## config.mk

```make
export PLATFORM = sky130hd
export DESIGN_NAME = tccw_digit_unit
export DESIGN_NICKNAME = d
export VERILOG_FILES = /design/src/design/tccw_pkg.sv /design/src/design/tccw_digit_unit.sv
export SDC_FILE = /design/constraint.sdc
export NUM_CORES = 1
export LEC_CHECK = 0
export ABC_AREA = 1
export BUFFER_PORTS_ARGS = -buffer_cell sky130_fd_sc_hd__buf_2
export CORE_AREA = 3 3 193 195
export DETAILED_ROUTE_END_ITERATION = 6
export DIE_AREA = 0 0 196 198
export PLACE_DENSITY = 0.83
export SETUP_SLACK_MARGIN = 0.15
export SYNTH_ARGS = -nofsm -noshare
export SYNTH_HDL_FRONTEND = slang
export SYNTH_SLANG_ARGS = --single-unit
```

## constraint.sdc

```tcl
create_clock -name clk -period 18.8 [get_ports clk]
set_input_delay 1.88 -clock clk [delete_from_list [all_inputs] [get_ports clk]]
set_output_delay 1.88 -clock clk [all_outputs]
set_load 0.005 [all_outputs]
```

## src/design/tccw_pkg.sv

```systemverilog
// Package for the text console cell writer.
// Holds constants, register indexes and the control structs shared by the modules.
// No dependencies.
package tccw_pkg;

	// Default screen geometry
	localparam int COLUMNS_DEF = 80;
	localparam int ROWS_DEF    = 25;

	// Field widths of the transfers
	localparam int CHAR_W  = 8;
	localparam int NUM_W   = 32;
	localparam int ADDR_W  = 11;
	localparam int WORD_W  = 16;
	localparam int ROWO_W  = 5;
	localparam int COLO_W  = 7;
	localparam int COLOR_W = 4;

	// Configuration port
	localparam int CFG_IDX_W  = 1;
	localparam int CFG_DATA_W = COLOR_W;
	localparam logic [CFG_IDX_W-1:0] REG_FORE = 1'b0;
	localparam logic [CFG_IDX_W-1:0] REG_BACK = 1'b1;

	// Request kinds
	localparam logic REQ_CHAR = 1'b0;
	localparam logic REQ_NUM  = 1'b1;

	// Character codes
	localparam logic [CHAR_W-1:0] NEWLINE_CODE = 8'h0A;
	localparam logic [CHAR_W-1:0] DIGIT_BASE   = 8'h30;

	// Decimal conversion: floor(n/10) = (n * RECIP_10) >> RECIP_SHIFT for any 32-bit n
	localparam int MAX_DIGITS  = 10;
	localparam int DIG_IDX_W   = $clog2(MAX_DIGITS);
	localparam logic [NUM_W-1:0] RECIP_10 = 32'hCCCC_CCCD;
	localparam int RECIP_SHIFT = 35;
	localparam int QUOT_W      = 2*NUM_W - RECIP_SHIFT;

	// Sequencer to digit unit
	typedef struct packed {
		logic load;
		logic mul;
		logic div;
		logic pop;
	} dig_ctrl_t;

	// Digit unit to sequencer
	typedef struct packed {
		logic       conv_done;
		logic       final_digit;
		logic [3:0] digit;
	} dig_stat_t;

	// Sequencer to cursor
	typedef struct packed {
		logic step;
		logic newline;
	} cur_ctrl_t;

	// Cursor to sequencer: address of the current cell and cursor after the operation
	typedef struct packed {
		logic [ADDR_W-1:0] addr;
		logic [ROWO_W-1:0] row_nx;
		logic [COLO_W-1:0] col_nx;
	} cur_stat_t;

endpackage

```

## src/design/tccw_digit_unit.sv

```systemverilog
// Decimal digit unit: shared reciprocal multiplier, remainder and digit store.
// Each digit takes a multiply step and a divide step; digits are read back most significant first.
// Depends on tccw_pkg.
module tccw_digit_unit import tccw_pkg::*; (
	input  logic             clk,
	input  logic             arst_n,
	input  dig_ctrl_t        ctrl,
	input  logic [NUM_W-1:0] number,
	output dig_stat_t        stat
);

	localparam logic [DIG_IDX_W-1:0] IDX_LAST = DIG_IDX_W'(MAX_DIGITS - 1);

	logic [NUM_W-1:0]     n_q;
	logic [2*NUM_W-1:0]   prod_q;
	logic [3:0]           store_q [MAX_DIGITS];
	logic [DIG_IDX_W-1:0] ptr_q;

	logic [QUOT_W-1:0] quot;
	logic [NUM_W-1:0]  quot_x10;
	logic [NUM_W-1:0]  rem;

	// Quotient from the registered product, remainder by shift and add
	assign quot     = prod_q[2*NUM_W-1:RECIP_SHIFT];
	assign quot_x10 = {quot, 3'b000} + {2'b00, quot, 1'b0};
	assign rem      = n_q - quot_x10;

	assign stat.conv_done   = (quot == '0) || (ptr_q == IDX_LAST);
	assign stat.final_digit = (ptr_q == '0);
	assign stat.digit       = store_q[ptr_q];

	// Hold the value under conversion, the product and the stored digits
	always_ff @(posedge clk) begin
		if (ctrl.load) begin
			n_q <= number;
		end else if (ctrl.div) begin
			n_q <= NUM_W'(quot);
		end
		if (ctrl.mul) begin
			prod_q <= (2*NUM_W)'(n_q) * (2*NUM_W)'(RECIP_10);
		end
		if (ctrl.div) begin
			store_q[ptr_q] <= rem[3:0];
		end
	end

	// Advance the pointer while storing, step it back while reading out
	always_ff @(posedge clk or negedge arst_n) begin
		if (!arst_n) begin
			ptr_q <= '0;
		end else if (ctrl.load) begin
			ptr_q <= '0;
		end else if (ctrl.div && !stat.conv_done) begin
			ptr_q <= ptr_q + 1'b1;
		end else if (ctrl.pop) begin
			ptr_q <= ptr_q - 1'b1;
		end
	end

endmodule

```

After elaboration in Yosys (flattened, before gate mapping)

Memories as Yosys holds them, arrays and structs flattened.
Cells that the tools add are included.

Register bits: 100
Latch bits: 0
Memory bits (writable): 40
ROM bits: 0
Input bits: 38
Output and inout bits: 6
Logic and storage cells: 24
Memories: 1

Memory list:

| memory  | words | width | rd ports | clocked after memory_dff | wr ports | RTL line              | RTL |
|---|---|---|---|---|---|---|---|
| store_q | 10    | 4     | 1        | 0                        | 1        | tccw_digit_unit.sv:16 | `logic [3:0] store_q [MAX_DIGITS];` |

Add/sub/neg operators: 4
$mul: 1
Divide/modulo/power cells: 0
Order comparisons: 0
Equal/unequal tests: 1
Shift-type cells: 0
Mux-type cells: 7
Bitwise gates (word level): 0
Reduce and logical (&&, ||, !) cells: 7

Operators with widths:

| kind                     | count |
|---|---|
| $mul A32 B32 Y64 const B | 1 |
| $mux W32                 | 2 |
| $logic_not A29 Y1        | 1 |
| $mux W4                  | 3 |
| $add A4 B1 Y4 const B    | 1 |
| $add A4 B4 Y4            | 1 |
| $eq A4 B4 Y1 const B     | 1 |
| $logic_not A4 Y1         | 1 |
| $sub A4 B1 Y4 const B    | 1 |
| $sub A4 B4 Y4            | 1 |
| $reduce_bool A3 Y1       | 1 |
| $mux W1                  | 2 |
| $reduce_bool A2 Y1       | 1 |
| $logic_and A1 B1 Y1      | 1 |
| $logic_not A1 Y1         | 1 |
| $logic_or A1 B1 Y1       | 1 |

Depth between registers and ports, before layout

Gate-level depths: netlist (run 1).

Depth after elaboration: 6
Depth in mapped cells: 30
Mapped depth without buffers: 29

Worst setup path after synthesis (run 1)

No wires, ideal clock.

Kind: reg-to-reg
Start point: register n_q[18]
End point: register prod_q[52] (data pin)
Setup time: 252 ps
Arrival: 5727 ps
Required time: 18548 ps
Slack: 12820 ps
Cell stages (with the launch flop): 26
Path buffers: 0
Period minus slack after synthesis: 5980 ps
Cell sequence: edfxtp_1 > ha_1 > inv_1 > fa_1 > inv_1 > fa_1 > inv_1 > fa_1 > inv_1 > fa_1 > fa_1 > fa_1 > inv_1 > fa_1 > inv_1 > ha_1 > a21oi_1 > nor2_1 > nor2_1 > nand2_1 > a21oi_2 > nor2_1 > nor2_1 > nand2_1 > nand2_1 > nand2_1

Cells in the longest elaborated chain, start to end: 1

Ends and longest elaborated chain:

| what                   | RTL line              | RTL |
|---|---|---|
| start, declared        | tccw_digit_unit.sv:14 | `logic [NUM_W-1:0] n_q;` |
| start signal, assigned | tccw_digit_unit.sv:35 | `n_q <= number;` |
| start signal, assigned | tccw_digit_unit.sv:37 | `n_q <= NUM_W'(quot);` |
| $mul A32 B32 Y64       | tccw_digit_unit.sv:40 | `prod_q <= (2*NUM_W)'(n_q) * (2*NUM_W)'(RECIP_10);` |
| end signal, assigned   | tccw_digit_unit.sv:40 |  |
| end, declared          | tccw_digit_unit.sv:15 | `logic [2*NUM_W-1:0] prod_q;` |

No other way between the ends.
A chain may end at the register's enable or synchronous reset.

Worst setup path after layout (run 1)

Start point: register n_q[0]
End point: register prod_q[39] (data pin)

Same word-level chain as after synthesis.

==> results_dict.tcl, run 1 <==
set metrics [dict create \
    status "complete, no violations" \
    yosysUniqueCellTypes 41 \
    area_delta_synth_final_pct 4.537 \
    wl_per_cell_um 22.73 \
    critPathCapture "prod_q[39]" \
    final_antenna_net_count 0 \
    place_congestion 1.062 \
    finClkSkew_ns 0.01254 \
    grt_antenna_before_repair 4 \
    grt_pass1_wl_mm 110.2 \
    reg2reg_slack_ns 11.60 \
    cts.sinks 105 \
    setup_viol 0 \
    h-tree-depth 3 \
    cap_violations 0 \
    min_path_type "reg -> reg" \
    grt_overflow 0 \
    rows 69 \
    fmax_mhz 139.0 \
    die-area_um2 38810 \
    antenna_cells 0 \
    rsz0062_at_grt "false" \
    dp_hpwl_mm 63.52 \
    synth_common_cells "inv_1, nand2_1, fa_1" \
    yosysWarnings 0 \
    synth_area_leaders "fa_1, ha_1, edfxtp_1" \
    grt_max_degree 46 \
    drcViolationCount 0 \
    post_cts_resized 0 \
    detail_route.iter0.violations 1771 \
    post-cts-setup-buffers 0 \
    reg2reg_depth 22 \
    start_kind "register" \
    drive_above_1_share_pct 3.772 \
    startpoint "n_q[0]" \
    synth_cells 2661 \
    yosys.area.top_type_share_pct 33.60 \
    finalHoldViolations 0 \
    clk_latency_ns 0.38 \
    clkTransAtPathRegs_ns 0.09 \
    avgViaCountPerCell 5.700 \
    worst_slew_pin_slew_ns 0.9917 \
    design.core.area_um2 35570 \
    worstSetupPathType "reg -> reg" \
    vias 18040 \
    syn_area_per_cell_um2 8.665 \
    fin_crit_ns 7.195 \
    dr.pass1.iters 5 \
    die_h_um 198 \
    setup_tns_ns 0 \
    numCtsBuffers 9 \
    chipWidth_um 196 \
    cp_max_fo 10 \
    cp_data_required_time_ns 18.93 \
    fin_crit_sh_pct 38.27 \
    slew_violations 0 \
    synth_edf_count 101 \
    hold_buffers 0 \
    initial_core_util_pct 64.82 \
    reg2reg_to "prod_q[39]" \
    yosysTopAreaCell "fa_1" \
    cts_buffer_depth 2 \
    max_slew_margin_pct 33.41 \
    io_buffers 43 \
    r2r_start "n_q[0]" \
    routed_wl_mm 71.94 \
    grt_pass1_vias 19090 \
    nets 3476 \
    synthFlopType "edfxtp_1" \
    netlist_area_um2 23060 \
    synth-seq-cells 105 \
    cts_root_buffer "clkbuf_16" \
    fin_hold_ws_ns 0.5731 \
    grt_usage_pct 38.25 \
    cts_tree "yes" \
    yosysMostFrequentCell "inv_1" \
    crit_arrival_ns 7.33 \
    synthesis.nets 3438 \
    ys_seq_area_share_pct 13.59 \
    postSynth.asyncResetShare_pct 3.810 \
    ioPinCount 44 \
    crit_path_end_kind "register" \
]
stage by stage:
stage	setup slack [ns]	util, %	cell area (um2)	cells
2_1_floorplan	12.82	-	23060	2661
3_3_place_gp	11.83	66.88	23790	3149
3_5_place_dp	11.79	66.88	23790	3149
4_1_cts	11.75	67.76	24100	3165
5_1_grt	11.34	67.76	24100	3165
6_report	11.60	67.76	24100	3165
layout by cell type, fill, tap and decap left out, types with 5 or more instances in the layout:
cell type,netlist,layout
a21o_1,11,11
a21oi_1,77,77
a22oi_1,8,8
a31oi_1,8,8
buf_2,0,43
clkbuf_16,0,9
edfxtp_1,101,101
fa_1,387,387
ha_1,352,352
inv_1,760,760
inv_2,6,6
nand2_1,503,503
nand2_2,6,6
nand3_1,75,75
nand4_1,16,16
nor2_1,141,141
nor2_2,12,12
nor3_1,18,18
nor3_2,5,5
o21ai_0,51,51
o21bai_1,17,17
xnor2_1,18,18
xor2_1,38,38
registers in the layout, indices dropped and copies added (netlist names):
register	count
prod_q	29
store_q	40
ptr_q	4
n_q	32
routing by layer:
layer | share of wire, % | vias to the layer above | global-route usage, %
met5 | 0.046 | - | 0
met4 | 4.2 | 4 | 13.15
met3 | 10 | 167 | 8.218
met2 | 46 | 977 | 61.71
met1 | 39 | 8769 | 51.96
li1 | - | 8122 | -
cell type report:
class,count,area [um2]
well taps,461,576.8
flip-flops and latches,105,3133
inverters,768,2885
repair buffers,44,222.7
fillers,2913,11470
clock inverters,7,88.84
clock buffers,9,225.2
multi-input cells,1771,16970
logic make-up after synthesis:
family | Yosys count | synth area share, %
AO/OA/AOI/OAI | 183 | 4.493
XOR/XNOR | 56 | 2.127
adder cells (fa/ha/maj) | 739 | 52.70
buffers and inverters | 785 | 12.81
flip-flops | 105 | 13.59
AND/OR/NAND/NOR | 793 | 14.28
how the worst min path moves through the flow:
stage	from	depth (start not counted)	endpoint	slack, ns
after floorplan	prod_q[49]	2	n_q[14]	0.51
after global placement	prod_q[58]	2	n_q[23]	0.54
after detailed placement	prod_q[58]	2	n_q[23]	0.54
after CTS	prod_q[58]	2	n_q[23]	0.57
after global routing	prod_q[62]	2	n_q[27]	0.60
final	prod_q[62]	2	n_q[27]	0.57
worst max-delay path: stages, from the launching register on:
cell and delay [ns]:
edfxtp_1 0.89, ha_1 0.53, xor2_1 0.24, ha_1 0.27, or2_2 0.32, fa_1 0.57
fa_1 0.44, fa_1 0.53, fa_1 0.43, fa_1 0.51, inv_1 0.06, fa_1 0.50
inv_1 0.04, ha_1 0.32, nand2_1 0.13, inv_2 0.09, nand2_2 0.07, nor3_1 0.46
nand2_1 0.15, nand2_1 0.13, inv_1 0.08, nand3_1 0.10, nand2_1 0.08
Power of run 1 is not shown: default switching activity piles up to over one toggle a cycle in this logic, so the estimate is an artifact.
==> run 2: changes to the inputs <==
==> constraint.sdc (replaced) <==
create_clock -name clk -period 7.3 [get_ports clk]
set_input_delay 0.73 -clock clk [delete_from_list [all_inputs] [get_ports clk]]
set_output_delay 0.73 -clock clk [all_outputs]
set_load 0.005 [all_outputs]
==> run 2 against run 1 <==
Clock skew up 0.0055 ns. Global-route usage up 0.89 points. Cell area up 1.1%. Clock-buffer cell count unchanged. First-iteration DRC count down 7.2%. Sequential share of layout area down 0.15 points. Critical path depth down 4. Register-to-register slack worse by 11 ns. Flip-flop and latch count unchanged. Via count up 0.43%. Final cell count up 1.0%. Critical endpoint is now prod_q[57].
==> results_dict.tcl, run 2 (synthesis gave the netlist of run 1 again) <==
set metrics [dict create \
    status "complete, no violations" \
    dpl_worst_slack_ns 0.3792 \
    crit_buf_inv 2 \
    cts_tree "yes" \
    met1_usage_pct 52.11 \
    final_common_cell "inv_1" \
    post_cts_resized 0 \
    die-area_um2 38810 \
    place_congestion 1.077 \
    final_antenna_net_count 0 \
    io_buffers 43 \
    reg2reg_depth 18 \
    max_slew_margin_pct 38.20 \
    grt_pass1_wl_mm 111.5 \
    fill_cells 2885 \
    grt_overflow 0 \
    critical_path.cell_chain "ha_1, ha_1, fa_1, inv_1, fa_1, inv_1, fa_1, fa_1, fa_1, fa_1, ha_1, nand2_1, nor2_1, nand2_1, nor4_2, nand2_1, nand3_1, nand2_1" \
    avgViaCountPerCell 5.665 \
    fmax_mhz 146.7 \
    cp_max_fo 6 \
    wl_per_cell_um 22.91 \
    min_path_type "in -> async" \
    cap_violations 0 \
    finClkSkew_ns 0.01800 \
    fin_crit_sh_pct 93.39 \
    grt_max_degree 46 \
    crit_top_cell "fa_1" \
    gr-usage-met2_pct 61.88 \
    critPathSlowestCell "ha_1" \
    gr-usage-met3_pct 10.82 \
    cts_root_buffer "clkbuf_16" \
    ioPinCount 44 \
    area_delta_synth_final_pct 5.720 \
    grt_antenna_before_repair 5 \
    setup_tns_ns 0 \
    cts_buffer_depth 2 \
    top_regs "store_q (40), n_q (32), prod_q (29)" \
    largest_register_ffs 40 \
    worstSetupPathType "reg -> reg" \
    fin_ws_ns 0.4822 \
    finalHoldViolations 0 \
    layout_common_cells "inv_1, nand2_1, fa_1, ha_1, nor2_1" \
    numCtsBuffers 9 \
    regMostFlops "store_q" \
    fin_hold_ws_ns 0.1462 \
    h-tree-depth 3 \
    drive_above_1_share_pct 5.044 \
    cp.depth 18 \
    grt_pass1_vias 18980 \
    detail_route.iter0.violations 1644 \
    die_h_um 198 \
    routed_wl_mm 73.26 \
    cp_data_required_time_ns 7.44 \
    busiest_layer "met2" \
    grt_usage_pct 39.14 \
    nets 3508 \
    post-cts-setup-buffers 0 \
    rows 69 \
    dp_hpwl_mm 65.11 \
    rsz0062_at_grt "false" \
    clkTransAtPathRegs_ns 0.09 \
    worst_slew_pin_slew_ns 0.9204 \
    vias 18120 \
    cp_top_family "adder cells" \
    dr.pass1.iters 6 \
    slew_violations 0 \
    design.core.area_um2 35570 \
    cpPeakStageDelay_ns 0.67 \
    initial_core_util_pct 64.82 \
    crit_path_end_kind "register" \
    cts.sinks 105 \
    clk_latency_ns 0.38 \
    crit_arrival_ns 6.96 \
    hold_buffers 0 \
    start_kind "register" \
    drcViolationCount 0 \
    chipWidth_um 196 \
    fin_crit_ns 6.818 \
    setup_viol 0 \
    post-route-util_pct 68.53 \
]
[run 2: cell count changes in the layout (fill, tap and decap cells not counted), sizes merged]
| cell | change |
|---|---|
| buf | +32 |
| clkinv | -1 |
| diode | +1 |
| inv | +1 |
[run 2: path summary, 6_finish.rpt]
path | startpoint | slack [ns] | endpoint
max in group asynchronous | arst_n | 7.02 | ptr_q[0]
worst max-delay path | n_q[23] | 0.48 | prod_q[57]
worst min register to register | prod_q[62] | 0.60 | n_q[27]
worst max register to register | n_q[23] | 0.48 | prod_q[57]
min in group clk | prod_q[62] | 0.60 | n_q[27]
worst min-delay path | arst_n | 0.15 | ptr_q[3]
[run 2: metrics by stage]
stage | cell area (um2) | std cells
finish | 24380 | 3198
global route | 24370 | 3197
CTS | 24340 | 3197
detailed placement | 24030 | 3181
global placement | 24030 | 3181
floorplan | 23060 | 2661
[run 2: cell type report]
class / count / area, um2 / share of cell area, %
timing repair buffer: 76 / 462.9 / 1.899
clock buffer: 9 / 225.2 / 0.9239
antenna: 1 / 2.502 / 0.01027
multi-input combinational: 1771 / 17000 / 69.76
sequential: 105 / 3133 / 12.85
inverter: 768 / 2885 / 11.84
clock inverter: 7 / 86.33 / 0.3542
tap: 461 / 576.8 / 2.366
[run 2: per-layer routing]
metal | vias to the layer above | part of all wire [%]
met2 | 913 | 45
li1 | 8170 | -
met5 | - | 0.048
met1 | 8846 | 39
met4 | 6 | 4.8
met3 | 182 | 11
[run 2: worst register-to-register path, delay by kind of cell (launching register included)]
family        cells  cell delay [ns]
buf+inv           2             0.14
fa+ha+maj         9             4.53
simple gates      7             1.31
flops             1             0.61
Power of run 2 is left out for the same reason.
