===== src/design/tccw_pkg.sv =====
// Package for the text console cell writer.
// Holds constants, register indexes and the control structs shared by the modules.
// No dependencies.
package tccw_pkg;

	// Default screen geometry
	localparam int COLUMNS_DEF = 80;
	localparam int ROWS_DEF    = 25;

	// Field widths of the transfers
	localparam int CHAR_W  = 8;
	localparam int NUM_W   = 32;
	localparam int ADDR_W  = 11;
	localparam int WORD_W  = 16;
	localparam int ROWO_W  = 5;
	localparam int COLO_W  = 7;
	localparam int COLOR_W = 4;

	// Configuration port
	localparam int CFG_IDX_W  = 1;
	localparam int CFG_DATA_W = COLOR_W;
	localparam logic [CFG_IDX_W-1:0] REG_FORE = 1'b0;
	localparam logic [CFG_IDX_W-1:0] REG_BACK = 1'b1;

	// Request kinds
	localparam logic REQ_CHAR = 1'b0;
	localparam logic REQ_NUM  = 1'b1;

	// Character codes
	localparam logic [CHAR_W-1:0] NEWLINE_CODE = 8'h0A;
	localparam logic [CHAR_W-1:0] DIGIT_BASE   = 8'h30;

	// Decimal conversion: floor(n/10) = (n * RECIP_10) >> RECIP_SHIFT for any 32-bit n
	localparam int MAX_DIGITS  = 10;
	localparam int DIG_IDX_W   = $clog2(MAX_DIGITS);
	localparam logic [NUM_W-1:0] RECIP_10 = 32'hCCCC_CCCD;
	localparam int RECIP_SHIFT = 35;
	localparam int QUOT_W      = 2*NUM_W - RECIP_SHIFT;

	// Sequencer to digit unit
	typedef struct packed {
		logic load;
		logic mul;
		logic div;
		logic pop;
	} dig_ctrl_t;

	// Digit unit to sequencer
	typedef struct packed {
		logic       conv_done;
		logic       final_digit;
		logic [3:0] digit;
	} dig_stat_t;

	// Sequencer to cursor
	typedef struct packed {
		logic step;
		logic newline;
	} cur_ctrl_t;

	// Cursor to sequencer: address of the current cell and cursor after the operation
	typedef struct packed {
		logic [ADDR_W-1:0] addr;
		logic [ROWO_W-1:0] row_nx;
		logic [COLO_W-1:0] col_nx;
	} cur_stat_t;

endpackage


===== src/design/tccw_cursor.sv =====
// Cursor of the console: row and column with wrap, and the cell address.
// Depends on tccw_pkg.
module tccw_cursor import tccw_pkg::*; #(
	parameter int COLUMNS = COLUMNS_DEF,
	parameter int ROWS    = ROWS_DEF
) (
	input  logic      clk,
	input  logic      arst_n,
	input  cur_ctrl_t ctrl,
	output cur_stat_t stat
);

	localparam int COL_W = $clog2(COLUMNS);
	localparam int ROW_W = $clog2(ROWS);
	localparam int FULL_W = COL_W + ROW_W;
	localparam logic [COL_W-1:0] COL_LAST = COL_W'(COLUMNS - 1);
	localparam logic [ROW_W-1:0] ROW_LAST = ROW_W'(ROWS - 1);

	logic [ROW_W-1:0] row_q;
	logic [COL_W-1:0] col_q;
	logic [ROW_W-1:0] row_down;
	logic [ROW_W-1:0] row_nx;
	logic [COL_W-1:0] col_nx;
	logic [FULL_W-1:0] addr_full;
	logic [FULL_W+ADDR_W-1:0] addr_ext;
	logic [ROW_W+ROWO_W-1:0]  row_ext;
	logic [COL_W+COLO_W-1:0]  col_ext;

	// Next row down, wrapping to the top
	assign row_down = (row_q == ROW_LAST) ? '0 : row_q + 1'b1;

	// Cursor after a newline or after a cell write
	always_comb begin
		if (ctrl.newline) begin
			col_nx = '0;
			row_nx = row_down;
		end else if (col_q == COL_LAST) begin
			col_nx = '0;
			row_nx = row_down;
		end else begin
			col_nx = col_q + 1'b1;
			row_nx = row_q;
		end
	end

	assign addr_full = FULL_W'(row_q) * FULL_W'(COLUMNS) + FULL_W'(col_q);

	// Fit to the port widths, dropping high bits where the geometry exceeds them
	assign addr_ext    = {{ADDR_W{1'b0}}, addr_full};
	assign row_ext     = {{ROWO_W{1'b0}}, row_nx};
	assign col_ext     = {{COLO_W{1'b0}}, col_nx};
	assign stat.addr   = addr_ext[ADDR_W-1:0];
	assign stat.row_nx = row_ext[ROWO_W-1:0];
	assign stat.col_nx = col_ext[COLO_W-1:0];

	always_ff @(posedge clk or negedge arst_n) begin
		if (!arst_n) begin
			row_q <= '0;
			col_q <= '0;
		end else if (ctrl.step || ctrl.newline) begin
			row_q <= row_nx;
			col_q <= col_nx;
		end
	end

endmodule


===== config.mk =====
export PLATFORM = sky130hd
export DESIGN_NAME = tccw_cursor
export DESIGN_NICKNAME = d
export VERILOG_FILES = /design/src/design/tccw_pkg.sv /design/src/design/tccw_cursor.sv
export SDC_FILE = /design/constraint.sdc
export NUM_CORES = 1
export LEC_CHECK = 0
export ABC_AREA = 0
export BUFFER_PORTS_ARGS = -buffer_cell sky130_fd_sc_hd__clkbuf_2
export CORE_ASPECT_RATIO = 1.25
export CORE_UTILIZATION = 29
export DETAILED_ROUTE_END_ITERATION = 12
export PLACE_DENSITY = 0.49
export SYNTH_ARGS = -nofsm -noshare
export SYNTH_HDL_FRONTEND = slang
export SYNTH_SLANG_ARGS = --single-unit

===== constraint.sdc =====
create_clock -name clk -period 3.94 [get_ports clk]
set_input_delay 0.394 -clock clk [delete_from_list [all_inputs] [get_ports clk]]
set_output_delay 0.394 -clock clk [all_outputs]
set_load 0.005 [all_outputs]

Word level (Yosys, flattened, before mapping)
Index checks and enable logic that the tools add are counted.
Storage, ports and cells
  output and inout bits: 23
  register bits after elaboration: 12
  memory bits (read-only): 0
  bits in writable memories: 0
  memories kept: 0
  bits in latches: 0
  word-level logic and storage cells: 14
  input port bits: 4
Cells by class
  $lt $le $gt $ge: 0
  muxes and demuxes: 5
  equal/unequal tests: 2
  $add $sub $neg: 3
  $mul: 1
  shift-type cells: 0
  bitwise gates (word level): 0
  divide/modulo/power cells: 0
  reduce and logical (&&, ||, !) cells: 1
Operator list (count)
  two-way mux 5 bit: 3
  two-way mux 7 bit: 2
  adder 11 x 7 -> 11 bit: 1
  adder 7 x 1 -> 7 bit (second input constant): 1
  equality test 7 bit (second input constant): 1
  multiplier 5 x 3 -> 7 bit (second input constant): 1
  adder 5 x 1 -> 5 bit (second input constant): 1
  equality test 5 bit (second input constant): 1
  logical OR 1 bit: 1

Logic depth before layout (Yosys ltp)
Gate-level depths: netlist of run 1.
  word-level depth: 4
  depth in mapped cells: 7
  depth with buffers taken out: 7

Worst setup path after synthesis of run 1
No wires, ideal clock.
  kind: flip-flop to output port
  from: reg row_q[1]
  to: out stat[22] in the netlist's numbering
  cell stages (with the launch flop): 8
  path slack: 1.552 ns
  data required time: 3.546 ns
  path buffers: 0
  data arrival time: 1.994 ns
  cells stage by stage: dfrtp_1 -> ha_1 -> ha_1 -> fa_1 -> xor2_1 -> o2111ai_1 -> xnor2_1 -> xnor2_1
RTL lines
  from (decl): line tccw_cursor.sv:19  | logic [ROW_W-1:0] row_q;
  from (signal assigned): line tccw_cursor.sv:61  | row_q <= row_nx;
  to (decl): line tccw_cursor.sv:10  | output cur_stat_t stat

==> reports/qor.csv, run 1 <==
stage;metric;value;unit
run_status;status;finished clean;
detailed_routing;drc;0;
power;p_sw_share;42.7;%
power;ir_drop;0.000179;V
sta;maxSlewViolCount;0;
sta;fin_setup_tns;0;ns
sta;finClkSkew;0.00803;ns
layout;final_common_cell;clkbuf_2;
placement;placed_cells;206;
layout;final_cell_mix;clkbuf_2 (26), nor2_1 (13), ha_1 (12), dfrtp_1 (12), o21ai_0 (11);
detailed_routing;vias;1005;
synthesis;ys_types;35;
synthesis;synth_area_per_cell;8.82;um^2
setup_path;cp_cell_sequence;ha_1, ha_1, fa_1, xor2_1, o2111ai_1, xnor2_1, xnor2_1, clkbuf_2;
grt;grt-ovfl-total;0;
grt;antenna_found_initial;0;
floorplanning;core_area;0.00385;mm^2
setup_path;crit_path_top_delay_cell;dfrtp_1;
sta;relSlewSlack;73.3;%
synthesis;yosys_warnings;0;
sta;fin_crit;2.87;ns
layout;syn2layout_area_growth;14.4;%
setup_path;critPathRequiredTime;3.55;ns
detailed_routing;ant_nets;0;
placement;gp_congestion;0.766;
floorplanning;num_rows;25;
floorplanning;die-width;59.3;um
setup_path;cp_data_arrival_time;2.48;ns
sta;finalHoldViolCount;0;
layout;seqCellArea;300;um^2
power;clkPwrFrac;12.2;%
synthesis;async_flop_share;100;%
power;p_leak;0.649;nW
synthesis;seq_area_frac_synth;25.2;%
floorplanning;die_h;73.7;um
layout;drive_above_1_share;22.6;%
detailed_routing;dr.pass1.iters;4;
layout;antennaDiodeCount;0;
synthesis;ys_ff_latch;12;
grt;grt_pass1_wl;4.38;mm
setup_path;critPathMaxStageDelay;0.45;ns
sta;max_freq;348;MHz
floorplanning;start_util;31.0;%
layout;fin_cells;209;
clocking;numCtsBuffers;3;
placement;port_buffers;26;
synthesis;synth_nets;153;
detailed_routing;wl;2.60;mm
detailed_routing;avgRoutedWirePerCell;12.4;um
setup_path;crit_type;reg -> out;
clocking;clockRootBuffer;clkbuf_8;
power;power_frac_comb;63.8;%
clocking;ctsHoldBuffers;0;
setup_path;crit_path_end_kind;primary output;
clocking;cts.path.max_buffers;2;
setup_path;worstSetupStartpointType;flip-flop;
synthesis;syn-instance-count;135;
floorplanning;die-area;0.00437;mm^2
grt;track_usage;13.2;%
clocking;cts_resized;0;
sta;setup_violations;0;
clocking;clk_latency;0.24;ns
clocking;path_clk_slew;0.05;ns
clocking;htreeDepth;1;
setup_path;cp_max_fo;7;
grt;grt_start_max_net_pins;15;
synthesis;netlist_area;0.00119;mm^2
power;power_frac_seq;23.9;%
power;switching_power;0.000382;W
worst_hold_path;hp-class;in -> async;
sta;period_share;72.9;%
sta;grt_setup_unrepaired;false;
synthesis;synth_edf_count;0;
detailed_routing;drt_iter0_markers;62;
clocking;numClockSinks;12;
synthesis;synth_ff_type;dfrtp_1;
power;intPower;0.000513;W
layout;multi_input_area;797;um^2
sta;worstMarginPinSlew;0.400;ns
placement;dp_hpwl;2.04;mm
job;max_cap_violations;0;
floorplanning;pin_count;27;
power;p_per_area;656;mW/mm^2
clocking;cts_tree;built;
layout;final_nets;175;
grt;grt_pass1_vias;960;
detailed_routing;viasPerCell;4.81;
layout;fill_cells;402;
clocking;postCtsSetupBuffers;0;
[metal layers]
| layer | global-route usage (%) | up-vias | share of wire, % |
|---|---|---|---|
| li1 | - | 515 | - |
| met5 | 0 | - | 0 |
| met3 | 3.17 | 5 | 3.8 |
| met1 | 15.3 | 463 | 44 |
| met2 | 23.7 | 22 | 51 |
| met4 | 3.17 | 0 | 0.88 |
[through the flow]
step | util (%) | hold slack [ns] | cell area, um^2 | power, W | worst slack [ns]
floorplan | - | 0.0984 | 1190 | 0.000597 | 1.55
global placement | 34.3 | 0.310 | 1320 | 0.000785 | 1.36
detailed placement | 34.3 | 0.312 | 1320 | 0.000797 | 1.30
CTS | 35.4 | 0.0521 | 1360 | 0.000912 | 1.04
global route | 35.4 | 0.0556 | 1360 | 0.000996 | 0.952
finish | 35.4 | 0.0408 | 1360 | 0.000894 | 1.07
[kinds of logic after synthesis]
group | Yosys count | share of synthesized area [%]
compound gates | 32 | 17.3
xor+xnor | 13 | 9.56
fa+ha+maj | 14 | 16.0
buf+inv | 16 | 7.88
flops | 12 | 25.2
mux | 4 | 4.20
simple gates | 44 | 19.9
[power groups by stage]
stage                     clock network, W  logic, W  registers [W]
after floorplan                          0  0.000399       0.000198
after global placement                   0  0.000572       0.000213
final                             0.000109  0.000571       0.000214
after CTS                         0.000115  0.000584       0.000214
after global routing              0.000120  0.000655       0.000221
after detailed placement                 0  0.000582       0.000216
[worst max-delay path, delay by kind of cell (launching register included)]
kind / cells / cell delay (ns)
adders and majority gates: 3 / 0.92
xor gates and xnor gates: 3 / 0.56
buffers and inverters: 1 / 0.13
AOI/OAI and AO/OA: 1 / 0.18
DFF: 1 / 0.45
[synthesized netlist by cell type (2+ instances only)]
cell type | number | area (um^2)
o22a_1 | 3 | 26.3
nand2b_1 | 3 | 18.8
a21o_1 | 3 | 22.5
fa_1 | 2 | 40.0
o31ai_1 | 3 | 22.5
buf_4 | 7 | 52.6
a21oi_1 | 6 | 30.0
nand2_1 | 8 | 30.0
ha_1 | 12 | 150
xnor2_1 | 9 | 78.8
mux2i_1 | 2 | 20.0
and3_1 | 2 | 12.5
inv_1 | 7 | 26.3
mux2_4 | 2 | 30.0
xor2_1 | 4 | 35.0
o21ai_0 | 11 | 55.1
nor2b_1 | 4 | 25.0
nor3_1 | 2 | 10.0
dfrtp_1 | 12 | 300
nand3_1 | 6 | 30.0
nor2_1 | 13 | 48.8
[area by class of cell]
cell class,count,share of cell area (%)
clock buffer,3,3.03
multi-input combinational,107,58.5
sequential,12,22.0
tap,54,4.96
inverter,7,1.93
timing repair buffer,26,9.55
[state kept, by name, indices dropped and copies added, names as in the netlist]
| name | flops |
|---|---|
| row_q | 5 |
| col_q | 7 |
[worst paths after layout]
path,startpoint,endpoint,slack [ns],cells past startpoint
max,row_q[1],stat[22],1.07,8
min,arst_n,col_q[5],0.04,1
min reg2reg,col_q[1],col_q[1],0.64,2
max in group asynchronous,arst_n,col_q[2],3.65,1
min in group clk,ctrl[1],col_q[3],0.50,2
max reg2reg,col_q[0],row_q[0],2.09,4
(Power assumes the default switching activity.)
==> run 2: changes to the inputs <==
- clock period: 3.94 -> 2.91 ns (I/O delays scaled with it)
==> reports/qor.csv, run 2 (same netlist as run 1, synthesis figures left out) <==
stage;metric;value;unit;change
clocking;path_clk_slew;0.05;ns;about the same
floorplanning;die-area;0.00437;mm^2;unchanged
run_status;status;finished clean;;unchanged
detailed_routing;ant_nets;0;;unchanged
setup_path;cp_max_fo;7;;unchanged
sta;grt_setup_unrepaired;false;;unchanged
layout;antennaDiodeCount;0;;unchanged
sta;max_freq;364;MHz;
clocking;cts_resized;0;;unchanged
detailed_routing;wl;2.51;mm;was 2.60 mm
detailed_routing;vias;990;;was 1005
clocking;numCtsBuffers;3;;unchanged
layout;final_nets;176;;was 175
floorplanning;core_area;0.00385;mm^2;unchanged
detailed_routing;drt_iter0_markers;39;;was 62
clocking;cts.path.max_buffers;2;;unchanged
detailed_routing;avgRoutedWirePerCell;11.9;um;was 12.4 um
floorplanning;die_h;73.7;um;unchanged
sta;worstMarginPinSlew;0.367;ns;was 0.400 ns
layout;final_cell_mix;clkbuf_2 (26), nor2_1 (13), ha_1 (12), dfrtp_1 (12), o21ai_0 (11);;unchanged
job;max_cap_violations;0;;unchanged
setup_path;cp_data_arrival_time;2.45;ns;was 2.48 ns
setup_path;cp_cell_sequence;ha_1, ha_1, fa_1, xor2_1, o2111ai_1, xnor2_1, xnor2_1, clkbuf_2;;unchanged
clocking;htreeDepth;1;;unchanged
setup_path;crit_path_end_kind;primary output;;unchanged
setup_path;crit_type;reg -> out;;unchanged
placement;port_buffers;26;;unchanged
grt;grt_pass1_vias;957;;was 960
floorplanning;start_util;31.0;%;unchanged
clocking;clockRootBuffer;clkbuf_8;;unchanged
sta;finalHoldViolCount;0;;unchanged
clocking;postCtsSetupBuffers;0;;unchanged
power;ir_drop;0.000290;V;was 0.000179 V
sta;fin_setup_tns;0;ns;unchanged
clocking;numClockSinks;12;;unchanged
grt;grt_pass1_wl;4.25;mm;was 4.38 mm
sta;finClkSkew;0.000929;ns;was 0.00803 ns
layout;fill_cells;404;;was 402
layout;seqCellArea;300;um^2;unchanged
grt;track_usage;12.7;%;was 13.2%
grt;grt_start_max_net_pins;15;;unchanged
layout;top_register;col_q;;unchanged
layout;top_regs;col_q x7, row_q x5;;unchanged
layout;multi_input_area;797;um^2;unchanged
floorplanning;num_rows;25;;unchanged
layout;final_common_cell;clkbuf_2;;unchanged
setup_path;critPathMaxStageDelay;0.45;ns;about the same
sta;holdWs;0.409;ns;was 0.0408 ns
sta;relSlewSlack;75.5;%;was 73.3%
worst_hold_path;hp-class;in -> reg;;was in -> async
clocking;clk_latency;0.23;ns;was 0.24 ns
placement;dp_hpwl;2.02;mm;was 2.04 mm
placement;placed_cells;206;;unchanged
floorplanning;die-width;59.3;um;unchanged
sta;setup_violations;0;;unchanged
layout;fin_cells;210;;was 209
layout;drive_above_1_share;22.4;%;was 22.6%
setup_path;crit_path_top_delay_cell;dfrtp_1;;unchanged
sta;fin_crit;2.74;ns;
setup_path;worstSetupStartpointType;flip-flop;;unchanged
detailed_routing;dr.pass1.iters;4;;unchanged
detailed_routing;drc;0;;unchanged
power;p_leak;0.653;nW;was 0.649 nW
clocking;ctsHoldBuffers;1;;was 0
layout;largest_reg_flops;7;;unchanged
sta;period_share;94.3;%;
grt;antenna_found_initial;0;;unchanged
placement;gp_congestion;0.766;;unchanged
power;power;0.00120;W;was 0.000894 W
layout;syn2layout_area_growth;15.2;%;was 14.4%
detailed_routing;viasPerCell;4.71;;was 4.81
power;p_per_area;871;mW/mm^2;was 656 mW/mm^2
floorplanning;pin_count;27;;unchanged
sta;maxSlewViolCount;0;;unchanged
grt;grt-ovfl-total;0;;unchanged
clocking;cts_tree;built;;unchanged
placement;place_area;0.00132;mm^2;unchanged
setup_path;critPathRequiredTime;2.62;ns;was 3.55 ns
layout;stdcell_area;0.00137;mm^2;was 0.00136 mm^2
## run 2: changes by cell type in the layout (fill, tap and decap cells not counted), sizes merged
cell | before | now
dlygate4sd3 | 0 | 1
## run 2: layer usage
| metal | vias to the layer above | part of all wire (%) | track usage [%] |
|---|---|---|---|
| li1 | 516 | - | - |
| met3 | 2 | 3.0 | 3.70 |
| met1 | 452 | 44 | 14.4 |
| met4 | 0 | 0.52 | 2.65 |
| met2 | 20 | 53 | 23.1 |
| met5 | - | 0 | 0 |
## run 2: power breakdown
part / total [W] / internal [W] / switching [W]
sequential: 0.000288 / 0.000206 / 0.0000824
combinational: 0.000764 / 0.000396 / 0.000368
clock: 0.000144 / 0.0000906 / 0.0000534
total: 0.00120 / 0.000693 / 0.000504
## run 2: area by class of cell
| type | instances | share of cell area [%] |
|---|---|---|
| clock buffers | 3 | 3.01 |
| inverters | 7 | 1.91 |
| multi-input cells | 107 | 58.1 |
| flip-flops and latches | 12 | 21.9 |
| well taps | 54 | 4.92 |
| repair buffers | 27 | 10.2 |
## run 2: per-stage QoR
step	util, %	setup slack, ns
final	35.7	0.165
after global routing	35.7	0.0468
after CTS	35.7	0.128
after detailed placement	34.3	0.391
after global placement	34.3	0.433
after floorplan	-	0.625
## run 2: worst paths after layout
kind                               start       end  slack (ns)  cells after the start
worst min-delay path             ctrl[1]  col_q[3]        0.41                      2
min in group asynchronous         arst_n  row_q[2]        0.48                      2
max in group asynchronous         arst_n  col_q[3]        2.18                      2
worst max-delay path            row_q[1]  stat[22]        0.17                      8
worst max register to register  col_q[0]  row_q[0]        1.10                      4
worst min register to register  col_q[1]  col_q[1]        0.64                      2
## run 2: critical path: cells and delay by family (launching register included)
family / cells / cell delay [ns]
buf+inv: 1 / 0.13
compound gates: 1 / 0.17
xor+xnor: 3 / 0.55
flops: 1 / 0.45
fa+ha+maj: 3 / 0.92
==> run 3: changes to the inputs <==
==> constraint.sdc (replaced) <==
create_clock -name clk -period 2.91 [get_ports clk]
set_input_delay 0.582 -clock clk [delete_from_list [all_inputs] [get_ports clk]]
set_output_delay 0.582 -clock clk [all_outputs]
set_load 0.005 [all_outputs]
==> reports/qor.csv, run 3 (same netlist as run 1, synthesis figures left out) <==
stage;metric;value;unit;change
floorplanning;pin_count;27;;unchanged
layout;top_register;col_q;;unchanged
placement;gp_congestion;0.777;;was 0.766
detailed_routing;ant_nets;0;;unchanged
floorplanning;num_rows;25;;unchanged
layout;largest_reg_flops;7;;unchanged
detailed_routing;viasPerCell;4.81;;was 4.71
detailed_routing;drc;0;;unchanged
power;p_per_area;1000;mW/mm^2;was 871 mW/mm^2
detailed_routing;drt_iter0_markers;26;;was 39
sta;relSlewSlack;75.1;%;was 75.5%
floorplanning;die-area;0.00437;mm^2;unchanged
setup_path;crit_path_end_kind;primary output;;unchanged
layout;final_common_cell;clkbuf_2;;unchanged
power;ir_drop;0.000337;V;was 0.000290 V
floorplanning;start_util;31.0;%;unchanged
sta;max_freq;355;MHz;was 364 MHz
grt;grt_pass1_wl;4.33;mm;was 4.25 mm
clocking;ctsHoldBuffers;0;;was 1
placement;dp_hpwl;2.11;mm;was 2.02 mm
clocking;clockRootBuffer;clkbuf_8;;unchanged
grt;track_usage;13.2;%;was 12.7%
detailed_routing;dr.pass1.iters;5;;was 4
clocking;cts.path.max_buffers;2;;unchanged
clocking;numCtsBuffers;3;;unchanged
setup_path;cp_data_arrival_time;2.24;ns;was 2.45 ns
sta;holdWs;0.227;ns;was 0.409 ns
sta;grt_setup_unrepaired;true;;was false
power;p_leak;0.698;nW;was 0.653 nW
detailed_routing;vias;1053;;was 990
placement;place_ws;0.161;ns;was 0.391 ns
detailed_routing;wl;2.64;mm;was 2.51 mm
clocking;numClockSinks;12;;unchanged
sta;worstMarginPinSlew;0.373;ns;was 0.367 ns
clocking;clk_latency;0.24;ns;was 0.23 ns
setup_path;rrSetupSlack;1.10;ns;about the same
layout;drive_above_1_share;30.3;%;was 22.4%
floorplanning;die_h;73.7;um;unchanged
setup_path;cp_max_fo;2;;was 7
sta;fin_crit;2.82;ns;was 2.74 ns
layout;syn2layout_area_growth;23.0;%;was 15.2%
layout;antennaDiodeCount;0;;unchanged
layout;final_cell_mix;clkbuf_2 (25), nor2_1 (12), dfrtp_1 (12);;was clkbuf_2 (26), nor2_1 (13), ha_1 (12), dfrtp_1 (12), o21ai_0 (11)
setup_path;r2r_start;col_q[0];;unchanged
detailed_routing;avgRoutedWirePerCell;12.0;um;was 11.9 um
sta;finalHoldViolCount;0;;unchanged
job;max_cap_violations;0;;unchanged
sta;maxSlewViolCount;0;;unchanged
sta;period_share;96.9;%;was 94.3%
sta;setup_slack;0.0903;ns;was 0.165 ns
clocking;htreeDepth;1;;unchanged
setup_path;worstSetupStartpointType;flip-flop;;unchanged
setup_path;critPathRequiredTime;2.33;ns;was 2.62 ns
grt;grt-ovfl-total;0;;unchanged
setup_path;crit_type;reg -> out;;unchanged
worst_hold_path;hp-class;in -> async;;was in -> reg
grt;antenna_found_initial;0;;unchanged
run_status;status;finished clean;;unchanged
layout;final_nets;184;;was 176
grt;grt_start_max_net_pins;15;;unchanged
layout;top_regs;col_q x7, row_q x5;;unchanged
floorplanning;core_area;0.00385;mm^2;unchanged
setup_path;r2r_end;row_q[0];;unchanged
clocking;path_clk_slew;0.06;ns;was 0.05 ns
grt;grt_pass1_vias;946;;was 957
floorplanning;die-width;59.3;um;unchanged
sta;finClkSkew;0.00692;ns;was 0.000929 ns
sta;setup_violations;0;;unchanged
clocking;cts_tree;built;;unchanged
setup_path;reg2reg_depth;4;;unchanged
placement;port_buffers;26;;unchanged
## run 3: cell types whose count changed in the layout (fill, tap and decap cells not counted), sizes merged
cell	before	now
dlygate4sd3	1	0
buf	0	10
## run 3: layout make-up
type | count | area, um^2
Clock buffer | 4 | 55.1
Tap cell | 54 | 67.6
Multi-Input combinational cell | 107 | 818
Timing Repair Buffer | 35 | 198
Sequential cell | 12 | 300
Fill cell | 403 | 2380
Inverter | 7 | 26.3
## run 3: critical path, stage by stage, from the launching register on
cell,delay [ns]
dfrtp_1,0.38
ha_1,0.30
ha_2,0.19
fa_2,0.55
o2111ai_2,0.13
xnor2_1,0.21
xnor2_1,0.13
buf_2,0.12
## run 3: how the worst max path moves through the flow
| stage | start | endpoint | depth (start not counted) |
|---|---|---|---|
| after floorplan | row_q[1] | stat[22] | 7 |
| after global placement | row_q[1] | stat[22] | 8 |
| after detailed placement | row_q[1] | stat[22] | 8 |
| after CTS | row_q[1] | stat[22] | 8 |
| after global routing | row_q[1] | stat[22] | 7 |
| final | row_q[1] | stat[22] | 7 |
## run 3: metrics by stage
stage	utilization, %	setup TNS [ns]	cell area [um^2]	std cells	total power (W)
after floorplan	-	0	1190	135	0.000808
after global placement	35.5	0	1370	212	0.00113
after detailed placement	35.5	0	1370	212	0.00113
after CTS	37.8	0	1460	218	0.00144
after global routing	38.1	-0.0370	1470	219	0.00161
final	38.1	0	1470	219	0.00146
## run 3: routing by layer
| layer | global-route usage, % | routed length, um | up-vias |
|---|---|---|---|
| li1 | - | - | 533 |
| met1 | 16.3 | 1120 | 494 |
| met2 | 22.6 | 1400 | 24 |
| met3 | 3.17 | 101 | 2 |
| met4 | 3.17 | 12 | 0 |
| met5 | 0 | 0 | - |
## run 3: power by group
part	total, W	switching, W	internal, W
combinational	0.00105	0.000496	0.000553
clock	0.000184	0.0000642	0.000120
sequential	0.000232	0.0000261	0.000206
total	0.00146	0.000586	0.000878
## run 3: repair_timing
| action | 4_1_cts | 5_1_grt |
|---|---|---|
| pin swaps | 5 | 5 |
| endpoints found under the hold margin | 0 | 0 |
| buffers inserted | 2 | 1 |
| endpoints found under the setup margin | 1 | 2 |
| resized for setup | 4 | 2 |
